==> config.mk <==
export PLATFORM = sky130hd
export DESIGN_NAME = door_control_fsm_unit
export DESIGN_NICKNAME = d
export VERILOG_FILES = /design/src/sv/dcf_pkg.sv /design/src/sv/door_control_fsm_unit.sv /design/src/sv/dcf_ram.sv /design/src/sv/dcf_step.sv
export SDC_FILE = /design/constraint.sdc
export NUM_CORES = 1
export LEC_CHECK = 0
export BUFFER_PORTS_ARGS = -buffer_cell sky130_fd_sc_hd__buf_2
export CORE_UTILIZATION = 50
export CTS_CLUSTER_SIZE = 16
export DETAILED_ROUTE_END_ITERATION = 8
export HOLD_SLACK_MARGIN = 0.03
export PLACE_DENSITY = 0.77
export SYNTH_ARGS = -nofsm -noshare
export SYNTH_HDL_FRONTEND = slang
export SYNTH_SLANG_ARGS = --single-unit
==> constraint.sdc <==
create_clock -name clk -period 18.3 [get_ports clk]
set_input_delay 2.745 -clock clk [delete_from_list [all_inputs] [get_ports clk]]
set_output_delay 2.745 -clock clk [all_outputs]
set_load 0.01 [all_outputs]
==> src/sv/dcf_pkg.sv <==
// Shared types and codes for the door control state machine.
`default_nettype none
package dcf_pkg;

  localparam int DOOR_COUNT_DEF = 8;

  localparam int CFG_IDX_W  = 2;
  localparam int CFG_DATA_W = 16;

  localparam logic [CFG_IDX_W-1:0] REG_DOORS_DISABLED = 2'd0;
  localparam logic [CFG_IDX_W-1:0] REG_MOTOR_TIMEOUT  = 2'd1;
  localparam logic [CFG_IDX_W-1:0] REG_REV_TIMEOUT    = 2'd2;
  localparam logic [CFG_IDX_W-1:0] REG_LOCK_TIMEOUT   = 2'd3;

  localparam logic [15:0] MOTOR_TIMEOUT_RST = 16'd5000;
  localparam logic [15:0] REV_TIMEOUT_RST   = 16'd2000;
  localparam logic [15:0] LOCK_TIMEOUT_RST  = 16'd500;

  localparam logic [3:0] DS_IDLE     = 4'd0;
  localparam logic [3:0] DS_OPENING  = 4'd1;
  localparam logic [3:0] DS_OPEN     = 4'd2;
  localparam logic [3:0] DS_CLOSING  = 4'd3;
  localparam logic [3:0] DS_REVERSAL = 4'd4;
  localparam logic [3:0] DS_CLOSED   = 4'd5;
  localparam logic [3:0] DS_LOCKING  = 4'd6;
  localparam logic [3:0] DS_LOCKED   = 4'd7;
  localparam logic [3:0] DS_FAULT    = 4'd8;

  localparam logic [1:0] MOT_NONE  = 2'd0;
  localparam logic [1:0] MOT_STOP  = 2'd1;
  localparam logic [1:0] MOT_OPEN  = 2'd2;
  localparam logic [1:0] MOT_CLOSE = 2'd3;

  localparam logic [1:0] LCK_NONE      = 2'd0;
  localparam logic [1:0] LCK_ENGAGE    = 2'd1;
  localparam logic [1:0] LCK_DISENGAGE = 2'd2;

  localparam logic [1:0] EV_NONE     = 2'd0;
  localparam logic [1:0] EV_DISAGREE = 2'd1;
  localparam logic [1:0] EV_FAULT    = 2'd2;

  // one poll as latched at transfer
  typedef struct packed {
    logic [7:0]  door_index;
    logic        open_request;
    logic        close_request;
    logic [3:0]  position_sensors;
    logic [1:0]  lock_sensors;
    logic        obstacle_seen;
    logic        speed_lockout;
    logic        safe_state;
    logic [31:0] now_ms;
    logic        lock_driver_ok;
  } poll_t;

  // per-door stored entry
  typedef struct packed {
    logic [3:0]  state;
    logic [31:0] entry_ms;
  } door_entry_t;

  typedef struct packed {
    logic [7:0]  doors_disabled;
    logic [15:0] motor_timeout_ms;
    logic [15:0] reversal_timeout_ms;
    logic [15:0] lock_timeout_ms;
  } dcf_cfg_t;

  typedef struct packed {
    logic [3:0] new_state;
    logic [1:0] motor;
    logic [1:0] lock;
    logic [1:0] ev;
  } step_res_t;

endpackage
`default_nettype wire

==> src/sv/door_control_fsm_unit.sv <==
// Door control state machine: per-door state and entry time held in a RAM.
//
// Each transfer on the input channel is one poll of one door. The door's state
// and state-entry time sit in one synchronous RAM; the poll's transfer cycle
// issues the read, and the following cycle runs the transition. The entry is
// written back and the output register loaded as soon as the output register
// is free; the next poll is taken the cycle after the write-back, so a poll of
// the same door always sees the updated entry. A finished result waits in the
// output register; a new poll may be taken meanwhile, and its write-back waits
// while the output register is still full and stalled. Reset marks every door
// idle with entry time zero at once through per-door valid bits; there is no
// clearing pass. Out-of-range door indexes touch nothing and report range_error.
`default_nettype none
module door_control_fsm_unit #(
  parameter int DOOR_COUNT = dcf_pkg::DOOR_COUNT_DEF
) (
  input  wire logic                          clk,
  input  wire logic                          rst,
  input  wire logic                          cfg_write,
  input  wire logic [dcf_pkg::CFG_IDX_W-1:0] cfg_index,
  input  wire logic [dcf_pkg::CFG_DATA_W-1:0] cfg_data,
  input  wire logic                          in_valid,
  output logic                               in_stall,
  input  wire logic [7:0]                    door_index,
  input  wire logic                          open_request,
  input  wire logic                          close_request,
  input  wire logic [3:0]                    position_sensors,
  input  wire logic [1:0]                    lock_sensors,
  input  wire logic                          obstacle_seen,
  input  wire logic                          speed_lockout,
  input  wire logic                          safe_state,
  input  wire logic [31:0]                   now_ms,
  input  wire logic                          lock_driver_ok,
  output logic                               out_valid,
  input  wire logic                          out_stall,
  output logic [3:0]                         door_state,
  output logic [1:0]                         motor_action,
  output logic [1:0]                         lock_action,
  output logic [1:0]                         event_code,
  output logic                               range_error
);
  import dcf_pkg::*;

  localparam int IDX_W = (DOOR_COUNT > 1) ? $clog2(DOOR_COUNT) : 1;
  localparam int ENTRY_W = $bits(door_entry_t);
  localparam logic [8:0] DOOR_LIMIT = 9'(DOOR_COUNT);

  typedef enum logic [1:0] {
    CTL_IDLE = 2'b01,
    CTL_EXEC = 2'b10
  } ctl_state_t;

  ctl_state_t  ctl, ctl_next;
  dcf_cfg_t    cfg;
  poll_t       poll;
  poll_t       poll_in;
  logic        poll_in_range;
  logic        entry_was_valid;
  logic [DOOR_COUNT-1:0] entry_valid;
  door_entry_t rd_entry, cur_entry, wr_entry;
  step_res_t   res;
  logic        accept;
  logic        out_free;
  logic        commit;
  logic        in_range;
  logic        wr_en;
  logic [IDX_W-1:0] rd_addr, wr_addr;

  assign poll_in = '{door_index: door_index, open_request: open_request,
                     close_request: close_request, position_sensors: position_sensors,
                     lock_sensors: lock_sensors, obstacle_seen: obstacle_seen,
                     speed_lockout: speed_lockout, safe_state: safe_state,
                     now_ms: now_ms, lock_driver_ok: lock_driver_ok};

  assign in_range = {1'b0, door_index} < DOOR_LIMIT;
  assign in_stall = (ctl != CTL_IDLE);
  assign accept   = in_valid && !in_stall;
  assign out_free = !out_valid || !out_stall;
  assign commit   = (ctl == CTL_EXEC) && out_free;
  assign rd_addr  = door_index[IDX_W-1:0];
  assign wr_addr  = poll.door_index[IDX_W-1:0];
  assign wr_en    = commit && poll_in_range;

  // configuration registers
  always_ff @(posedge clk) begin
    if (rst) begin
      cfg.doors_disabled      <= '0;
      cfg.motor_timeout_ms    <= MOTOR_TIMEOUT_RST;
      cfg.reversal_timeout_ms <= REV_TIMEOUT_RST;
      cfg.lock_timeout_ms     <= LOCK_TIMEOUT_RST;
    end else if (cfg_write) begin
      unique case (cfg_index)
        REG_DOORS_DISABLED: cfg.doors_disabled      <= cfg_data[7:0];
        REG_MOTOR_TIMEOUT:  cfg.motor_timeout_ms    <= cfg_data;
        REG_REV_TIMEOUT:    cfg.reversal_timeout_ms <= cfg_data;
        REG_LOCK_TIMEOUT:   cfg.lock_timeout_ms     <= cfg_data;
        default: ;
      endcase
    end
  end

  dcf_ram #(
    .WIDTH(ENTRY_W),
    .DEPTH(DOOR_COUNT),
    .AW   (IDX_W)
  ) u_state_ram (
    .clk    (clk),
    .wr_en  (wr_en),
    .wr_addr(wr_addr),
    .wr_data(wr_entry),
    .rd_en  (accept && in_range),
    .rd_addr(rd_addr),
    .rd_data(rd_entry)
  );

  // never-written entries read as idle, time zero
  assign cur_entry = entry_was_valid ? rd_entry
                                     : door_entry_t'{state: DS_IDLE, entry_ms: '0};

  dcf_step u_step (
    .poll (poll),
    .entry(cur_entry),
    .cfg  (cfg),
    .res  (res)
  );

  assign wr_entry.state    = res.new_state;
  assign wr_entry.entry_ms = (res.new_state != cur_entry.state) ? poll.now_ms
                                                                 : cur_entry.entry_ms;

  always_comb begin
    ctl_next = ctl;
    unique case (ctl)
      CTL_IDLE: if (accept) ctl_next = CTL_EXEC;
      CTL_EXEC: if (out_free) ctl_next = CTL_IDLE;
      default:  ctl_next = CTL_IDLE;
    endcase
  end

  always_ff @(posedge clk) begin
    if (rst) begin
      ctl         <= CTL_IDLE;
      entry_valid <= '0;
      out_valid   <= 1'b0;
    end else begin
      ctl <= ctl_next;
      if (wr_en) begin
        entry_valid[wr_addr] <= 1'b1;
      end
      if (commit) begin
        out_valid <= 1'b1;
      end else if (out_valid && !out_stall) begin
        out_valid <= 1'b0;
      end
    end
  end

  // poll latch and valid-bit snapshot at transfer
  always_ff @(posedge clk) begin
    if (accept) begin
      poll            <= poll_in;
      poll_in_range   <= in_range;
      entry_was_valid <= in_range && entry_valid[rd_addr];
    end
  end

  always_ff @(posedge clk) begin
    if (commit) begin
      range_error <= !poll_in_range;
      if (poll_in_range) begin
        door_state   <= res.new_state;
        motor_action <= res.motor;
        lock_action  <= res.lock;
        event_code   <= res.ev;
      end else begin
        door_state   <= DS_IDLE;
        motor_action <= MOT_NONE;
        lock_action  <= LCK_NONE;
        event_code   <= EV_NONE;
      end
    end
  end

  a_accept_to_exec: assert property (@(posedge clk) disable iff (rst)
    accept |=> (ctl == CTL_EXEC))
    else $error("poll transfer did not start an update");

  a_write_only_in_exec: assert property (@(posedge clk) disable iff (rst)
    wr_en |-> (ctl == CTL_EXEC) && poll_in_range)
    else $error("state RAM written outside an update");

  a_range_fields_zero: assert property (@(posedge clk) disable iff (rst)
    (out_valid && range_error) |-> (door_state == DS_IDLE) && (motor_action == MOT_NONE)
      && (lock_action == LCK_NONE) && (event_code == EV_NONE))
    else $error("range error result carries nonzero fields");

  a_result_follows_commit: assert property (@(posedge clk) disable iff (rst)
    commit |=> out_valid && (ctl == CTL_IDLE))
    else $error("update finished without a result");

endmodule
`default_nettype wire

==> src/sv/dcf_ram.sv <==
// Generic single-write, single-read RAM with registered read data.
`default_nettype none
module dcf_ram #(
  parameter int WIDTH = 36,
  parameter int DEPTH = 8,
  parameter int AW    = (DEPTH > 1) ? $clog2(DEPTH) : 1
) (
  input  wire logic             clk,
  input  wire logic             wr_en,
  input  wire logic [AW-1:0]    wr_addr,
  input  wire logic [WIDTH-1:0] wr_data,
  input  wire logic             rd_en,
  input  wire logic [AW-1:0]    rd_addr,
  output logic      [WIDTH-1:0] rd_data
);

  logic [WIDTH-1:0] mem [DEPTH];

  always_ff @(posedge clk) begin
    if (wr_en) begin
      mem[wr_addr] <= wr_data;
    end
    if (rd_en) begin
      rd_data <= mem[rd_addr];
    end
  end

endmodule
`default_nettype wire

==> src/sv/dcf_step.sv <==
// One transition of a door's state machine from the stored entry and a poll.
`default_nettype none
module dcf_step (
  input  wire dcf_pkg::poll_t       poll,
  input  wire dcf_pkg::door_entry_t entry,
  input  wire dcf_pkg::dcf_cfg_t    cfg,
  output dcf_pkg::step_res_t        res
);
  import dcf_pkg::*;

  logic [31:0] elapsed;
  logic        disabled;
  logic        may_open;
  logic        may_close;
  logic        open_agree, open_differ;
  logic        closed_agree, closed_differ;
  logic        lock_agree, lock_differ;
  logic        motor_to, rev_to, lock_to;

  // elapsed wraps modulo 2^32
  assign elapsed  = poll.now_ms - entry.entry_ms;
  assign disabled = (poll.door_index[7:3] == 5'd0) &&
                    cfg.doors_disabled[poll.door_index[2:0]];
  assign may_open  = !poll.safe_state && poll.open_request &&
                     !poll.speed_lockout && !disabled;
  assign may_close = !poll.safe_state && poll.close_request && !disabled;

  assign open_agree    = poll.position_sensors[0] & poll.position_sensors[2];
  assign open_differ   = poll.position_sensors[0] ^ poll.position_sensors[2];
  assign closed_agree  = poll.position_sensors[1] & poll.position_sensors[3];
  assign closed_differ = poll.position_sensors[1] ^ poll.position_sensors[3];
  assign lock_agree    = poll.lock_sensors[0] & poll.lock_sensors[1];
  assign lock_differ   = poll.lock_sensors[0] ^ poll.lock_sensors[1];

  assign motor_to = elapsed >= {16'd0, cfg.motor_timeout_ms};
  assign rev_to   = elapsed >= {16'd0, cfg.reversal_timeout_ms};
  assign lock_to  = elapsed >= {16'd0, cfg.lock_timeout_ms};

  always_comb begin
    res.new_state = entry.state;
    res.motor     = MOT_NONE;
    res.lock      = LCK_NONE;
    res.ev        = EV_NONE;
    unique case (entry.state)
      DS_IDLE: begin
        if (may_open) begin
          res.motor     = MOT_OPEN;
          res.new_state = DS_OPENING;
        end
      end
      DS_OPENING: begin
        priority if (poll.safe_state) begin
          res.motor = MOT_STOP; res.new_state = DS_FAULT;
        end else if (open_differ) begin
          res.ev = EV_DISAGREE; res.motor = MOT_STOP; res.new_state = DS_FAULT;
        end else if (open_agree || poll.obstacle_seen) begin
          // obstacle while opening: treat as fully open
          res.motor = MOT_STOP; res.new_state = DS_OPEN;
        end else if (motor_to) begin
          res.ev = EV_FAULT; res.motor = MOT_STOP; res.new_state = DS_FAULT;
        end else begin
          res.new_state = entry.state;
        end
      end
      DS_OPEN: begin
        if (may_close) begin
          res.motor     = MOT_CLOSE;
          res.new_state = DS_CLOSING;
        end
      end
      DS_CLOSING: begin
        priority if (poll.safe_state) begin
          res.motor = MOT_STOP; res.new_state = DS_FAULT;
        end else if (poll.obstacle_seen) begin
          res.motor = MOT_OPEN; res.ev = EV_DISAGREE; res.new_state = DS_REVERSAL;
        end else if (closed_differ) begin
          res.ev = EV_DISAGREE; res.motor = MOT_STOP; res.new_state = DS_FAULT;
        end else if (closed_agree) begin
          res.motor = MOT_STOP; res.new_state = DS_CLOSED;
        end else if (motor_to) begin
          res.ev = EV_FAULT; res.motor = MOT_STOP; res.new_state = DS_FAULT;
        end else begin
          res.new_state = entry.state;
        end
      end
      DS_REVERSAL: begin
        priority if (open_agree) begin
          res.motor = MOT_STOP; res.new_state = DS_OPEN;
        end else if (rev_to) begin
          res.ev = EV_FAULT; res.motor = MOT_STOP; res.new_state = DS_FAULT;
        end else begin
          res.new_state = entry.state;
        end
      end
      DS_CLOSED: begin
        res.lock = LCK_ENGAGE;
        if (poll.lock_driver_ok) begin
          res.new_state = DS_LOCKING;
        end else begin
          res.ev = EV_FAULT; res.new_state = DS_FAULT;
        end
      end
      DS_LOCKING: begin
        priority if (lock_differ) begin
          res.ev = EV_DISAGREE; res.new_state = DS_FAULT;
        end else if (lock_agree) begin
          res.new_state = DS_LOCKED;
        end else if (lock_to) begin
          res.ev = EV_FAULT; res.new_state = DS_FAULT;
        end else begin
          res.new_state = entry.state;
        end
      end
      DS_LOCKED: begin
        if (may_open) begin
          res.lock = LCK_DISENGAGE;
          if (poll.lock_driver_ok) begin
            res.motor = MOT_OPEN; res.new_state = DS_OPENING;
          end else begin
            res.ev = EV_FAULT; res.new_state = DS_FAULT;
          end
        end
      end
      DS_FAULT: begin
        res.new_state = DS_FAULT;
      end
      default: begin
        // corrupt stored code: stop and latch fault
        res.motor     = MOT_STOP;
        res.new_state = DS_FAULT;
      end
    endcase
  end

endmodule
`default_nettype wire
* After elaboration in Yosys (flattened, before gate mapping)
Memory sizes are Yosys's and may differ from the RTL's. A register that Yosys moved wholly into a read port is not among the register bits.
Index checks and enable logic that the tools add are counted.
** Word-level totals
- Flip-flop bits (word level) :: 132
- Bits in writable memories :: 288
- Input bits :: 75
- Word-level logic and storage cells :: 143
- Memories :: 1
** Memories
- u_state_ram.mem :: depth 8, width 36, read ports 1, clocked after memory_dff 1, wr ports 1, RTL line dcf_ram.sv:17 : logic [WIDTH-1:0] mem [DEPTH];
** Operators by class
- Add/sub/neg operators :: 1
- Magnitude comparators :: 7
- Equal/unequal tests :: 17
- Mux-type cells :: 54
- Bitwise logic cells :: 7
- Reduce and logical (&&, ||, !) cells :: 32
** Operators by type and width (count)
- $ge 32x16->1 :: 3
- $mux 6 :: 10
- $mux 36 :: 1
- $mux 2 :: 17
- $mux 32 :: 1
- $pmux 4 s8 :: 1
- $sub 32x32->32 :: 1
- $mux 4 :: 7
- $eq 4x3->1 const B :: 4
- $pmux 2 s7 :: 1
- $logic_and 1x1->1 :: 13
- $pmux 2 s6 :: 1
- $mux 10 :: 1
- $reduce_and 2->1 :: 5
- $mux 1 :: 9
- $eq 4x2->1 const B :: 2
- $lt 3x4->1 const B :: 2
- $lt 8x4->1 const B :: 1
- $or 8x8->8 :: 1
- $pmux 2 s2 :: 2
- $logic_not 1->1 :: 7
- $bmux 1 s3 :: 2
- $eq 2x2->1 const B :: 3
- $logic_not 5->1 :: 1
- 15 further kinds :: 22

* Longest topological paths before layout
- Word-level depth :: 11
- Depth in mapped cells :: 24

* Hierarchy
Synthesis repeated with hierarchy kept, for this count alone.
** Unflattened totals
- Cells, all modules :: 1516
- Area, all modules :: 21465.6 sq um
** Modules (own cells, without submodules)
- dcf_ram :: times used 1, cells each 465, area an instance 12223.0 sq um, sequential area each 9729.3 sq um
- door_control_fsm_unit :: times used 1, cells each 460, area an instance 5348.9 sq um, sequential area each 3293.2 sq um
- dcf_step :: times used 1, cells each 591, area an instance 3893.7 sq um, sequential area each 0.0 sq um

* Least setup slack after synthesis
No wires, ideal clock.
- Path type :: in2reg
- Start :: input out_stall
- End :: memory u_state_ram.mem[1][0], enable pin
- Data arrival time :: 6.248 ns
- Required time :: 17.824 ns
- Slack :: 11.576 ns
- Stages on the path :: 3
- Cells stage by stage :: a21oi_1 nand3_1 nor3_1
** Between the ends
- Longest elaborated chain between the ends :: 6
** RTL lines
- from (decl) :: RTL line door_control_fsm_unit.sv:35 : input wire logic out_stall,
- $logic_not 1->1 :: RTL line door_control_fsm_unit.sv:78 : assign out_free = !out_valid || !out_stall;
- $logic_or 1x1->1 :: RTL line door_control_fsm_unit.sv:78
- $logic_and 1x1->1 :: RTL line door_control_fsm_unit.sv:79 : assign commit = (ctl == CTL_EXEC) && out_free;
- $logic_and 1x1->1 :: RTL line door_control_fsm_unit.sv:82 : assign wr_en = commit && poll_in_range;
- $mux 1 :: RTL line dcf_ram.sv:20 : if (wr_en) begin
- $mux 1 (not written as such) :: RTL line dcf_ram.sv:21 : mem[wr_addr] <= wr_data;
- to (decl) :: RTL line dcf_ram.sv:17
Every way passes these cells.

==> impl_metrics.py <==
metrics = {
    "outcome": {
        "status": "complete, but fails checks",
        "violations": "DRC",
    },
    "drt": {
        "num_vias": 12700,
        "route.detailed.drc": 24,
        "vias_per_cell": 5.94,
        "dr.pass1.iters": 7,
        "drt_iter0_drc": 1203,
        "wire_per_inst_um": 21.1,
        "ant_nets": 0,
        "routed_wl_um": 45300,
    },
    "pwr": {
        "pwr-share-comb_pct": 9.8,
        "leakage_nw": 8.33,
        "p_int_mw": 1.77,
        "pwr-share-seq_pct": 50.6,
        "power.density_nw_per_um2": 98.2,
        "pwr-share-clk_pct": 39.6,
        "ir_drop_v": 0.0000602,
        "switching_share_pct": 22.8,
        "power.switching_mw": 0.522,
    },
    "synth": {
        "ys_warn_count": 0,
        "postSynthCellCount": 1490,
        "synth_edf_count": 389,
        "avgSynthCellArea_um2": 14.0,
        "ys_dominant_reg_cell": "edfxtp_1",
        "ys_ff_latch": 456,
        "synthArstFlopShare_pct": 0,
        "ys_seq_area_share_pct": 62.4,
        "synth.distinct_cells": 80,
        "syn-cell-area_um2": 20900,
        "synth.net_count": 1650,
    },
    "floorplanning": {
        "die_width_um": 206,
        "num_rows": 74,
        "dieHeight_um": 206,
        "start_util_pct": 50.9,
        "coreArea_um2": 41000,
        "io_pins": 88,
        "dieArea_um2": 42500,
    },
    "cts": {
        "postCtsHoldBufs": 0,
        "cts_resized": 0,
        "clockBufferDepth": 3,
        "cts_tree": "done",
        "cts-root-buf": "clkbuf_16",
        "clkSinkCount": 456,
        "clock_latency_ns": 0.56,
        "htree_levels": 2,
        "cts_buffers": 45,
        "post-cts-setup-buffers": 0,
        "clk_pin_slew_worst_paths_ns": 0.07,
    },
    "finish": {
        "layout-drive-gt1-share_pct": 19.9,
        "final_common_cell": "edfxtp_1",
        "mostFrequentLayoutCells": "edfxtp_1 (389), nand2_1 (154), inv_1 (97)",
        "fin_nets": 1734,
        "area_growth_pct": 11.9,
        "postLayoutCellArea_um2": 23300,
    },
    "timing": {
        "rsz0062_at_grt": "no",
        "finalClockSkew_ns": 0.0145,
        "timing.final.crit_period_ns": 7.07,
        "setup-tns-final_ns": 0,
        "finalSetupViolCount": 0,
        "hold_viol": 0,
        "finalCritPeriodShare_pct": 38.6,
        "drv_slew": 0,
        "worstMarginPinSlew_ns": 1.19,
        "relSlewSlack_pct": 20.8,
        "fmax_ghz": 0.141,
    },
    "worst_setup_path": {
        "crit_type": "flip-flop to flip-flop",
        "r2r-start": "entry_was_valid",
        "start_kind": "flip-flop",
        "startpoint": "entry_was_valid",
        "arrival_ns": 7.34,
        "required_ns": 18.57,
        "path_max_fanout": 38,
        "endpoint_kind": "flip-flop",
    },
    "global_route": {
        "grt_pass1_vias": 12500,
        "grt_pass1_wl_um": 69900,
        "grt_max_degree": 76,
        "grt_usage_pct": 21.7,
        "grt_overflow": 0,
        "grt_antenna_before_repair": 1,
    },
    "worst_hold_path": {
        "hold_class": "flip-flop to flip-flop",
        "hp-start": "cfg[33]",
    },
    "placement": {
        "dp_hpwl_um": 28400,
        "routabilityCongestion": 0.908,
        "place_area_um2": 21900,
        "port_buffers": 87,
    },
    "run": {
        "cap_viol_max_count": 0,
    },
}
final timing paths:
check	endpoint	slack (ns)	depth (start not counted)
max	u_state_ram.mem[1][8]	11.23	22
min	cfg[33]	0.46	2
max reg2reg	u_state_ram.mem[1][8]	11.23	22
min reg2reg	cfg[33]	0.46	2
synthesized netlist by cell type (all sizes together) (15+ instances only):
master | instances | area [um^2]
dfxtp | 67 | 1340
inv | 98 | 368
mux2 | 38 | 432
nand3 | 15 | 80.1
nor2 | 77 | 289
nand4 | 20 | 125
a21o | 21 | 158
edfxtp | 389 | 11700
o21ai | 42 | 210
mux2i | 42 | 420
ha | 84 | 1050
nand2 | 154 | 578
o21a | 16 | 120
mux4 | 74 | 1670
clkbuf | 53 | 199
a21oi | 88 | 459
kinds of logic (layout without fill, tap and decap cells):
family	after synthesis	count (layout)	synth area share, %
buf+inv	165	283	3.17
flops	456	456	62.4
fa+ha+maj	85	85	5.13
xor+xnor	20	20	0.840
mux	154	154	12.1
other cells	0	1	0
compound gates	256	256	8.32
simple gates	354	354	8.04
area by class of cell:
cell class | count | area (um^2)
inverters | 98 | 368
multi-input cells | 869 | 7240
repair buffers | 104 | 568
flip-flops and latches | 456 | 13000
diodes | 1 | 2.50
clock buffers | 55 | 1230
clock inverters | 26 | 241
fillers | 3133 | 17700
well taps | 532 | 666
registers in the layout, indices dropped and copies added, names as in the netlist, 2 cells and up:
signal and flops:
cfg 56, ctl 2, door_state 4, entry_valid 8, event_code 2, lock_action 2, motor_action 2, poll 52
u_state_ram.mem 288, u_state_ram.rd_data 36
metal layers:
| layer | track usage (%) | part of all wire [%] |
|---|---|---|
| met5 | 0 | 0 |
| met2 | 36.5 | 49 |
| met4 | 6.22 | 1.8 |
| met1 | 29.4 | 43 |
| met3 | 3.03 | 6.7 |
critical path: stages, from the launching register on:
cell and delay [ns]:
edfxtp_1 0.41, buf_4 0.45, nand2_1 0.20, ha_1 0.38, o2111ai_1 0.17, a31oi_2 0.35
nor2_1 0.12, o21ai_0 0.29, xor2_1 0.34, ha_1 0.32, nand4_1 0.11, nor2_1 0.06
a211o_1 0.26, a221oi_1 0.30, o21ai_0 0.14, o21ai_0 0.10, a31oi_1 0.15, o31a_1 0.34
o21ai_1 0.52, o32ai_2 0.21, a221oi_4 0.24, buf_4 0.62, mux2i_1 0.64
metrics by stage:
stage | hold slack, ns | setup slack (ns) | util [%] | power (mW) | cells
final | 0.459 | 11.23 | 56.9 | 2.29 | 2141
after global routing | 0.481 | 10.74 | 56.9 | 2.37 | 2141
after CTS | 0.459 | 11.30 | 56.9 | 2.31 | 2140
after detailed placement | 0.451 | 11.35 | 53.3 | 1.40 | 2059
after global placement | 0.444 | 11.64 | 53.3 | 1.40 | 2059
after floorplan | 0.435 | 11.58 | - | 1.34 | 1490
power groups by stage:
stage	combinational (mW)	sequential [mW]	clock, mW
floorplan	0.164	1.17	0
global placement	0.215	1.18	0
detailed placement	0.222	1.18	0
CTS	0.224	1.16	0.923
global route	0.249	1.16	0.962
finish	0.225	1.16	0.908
Power figures use the tool's default switching activity.
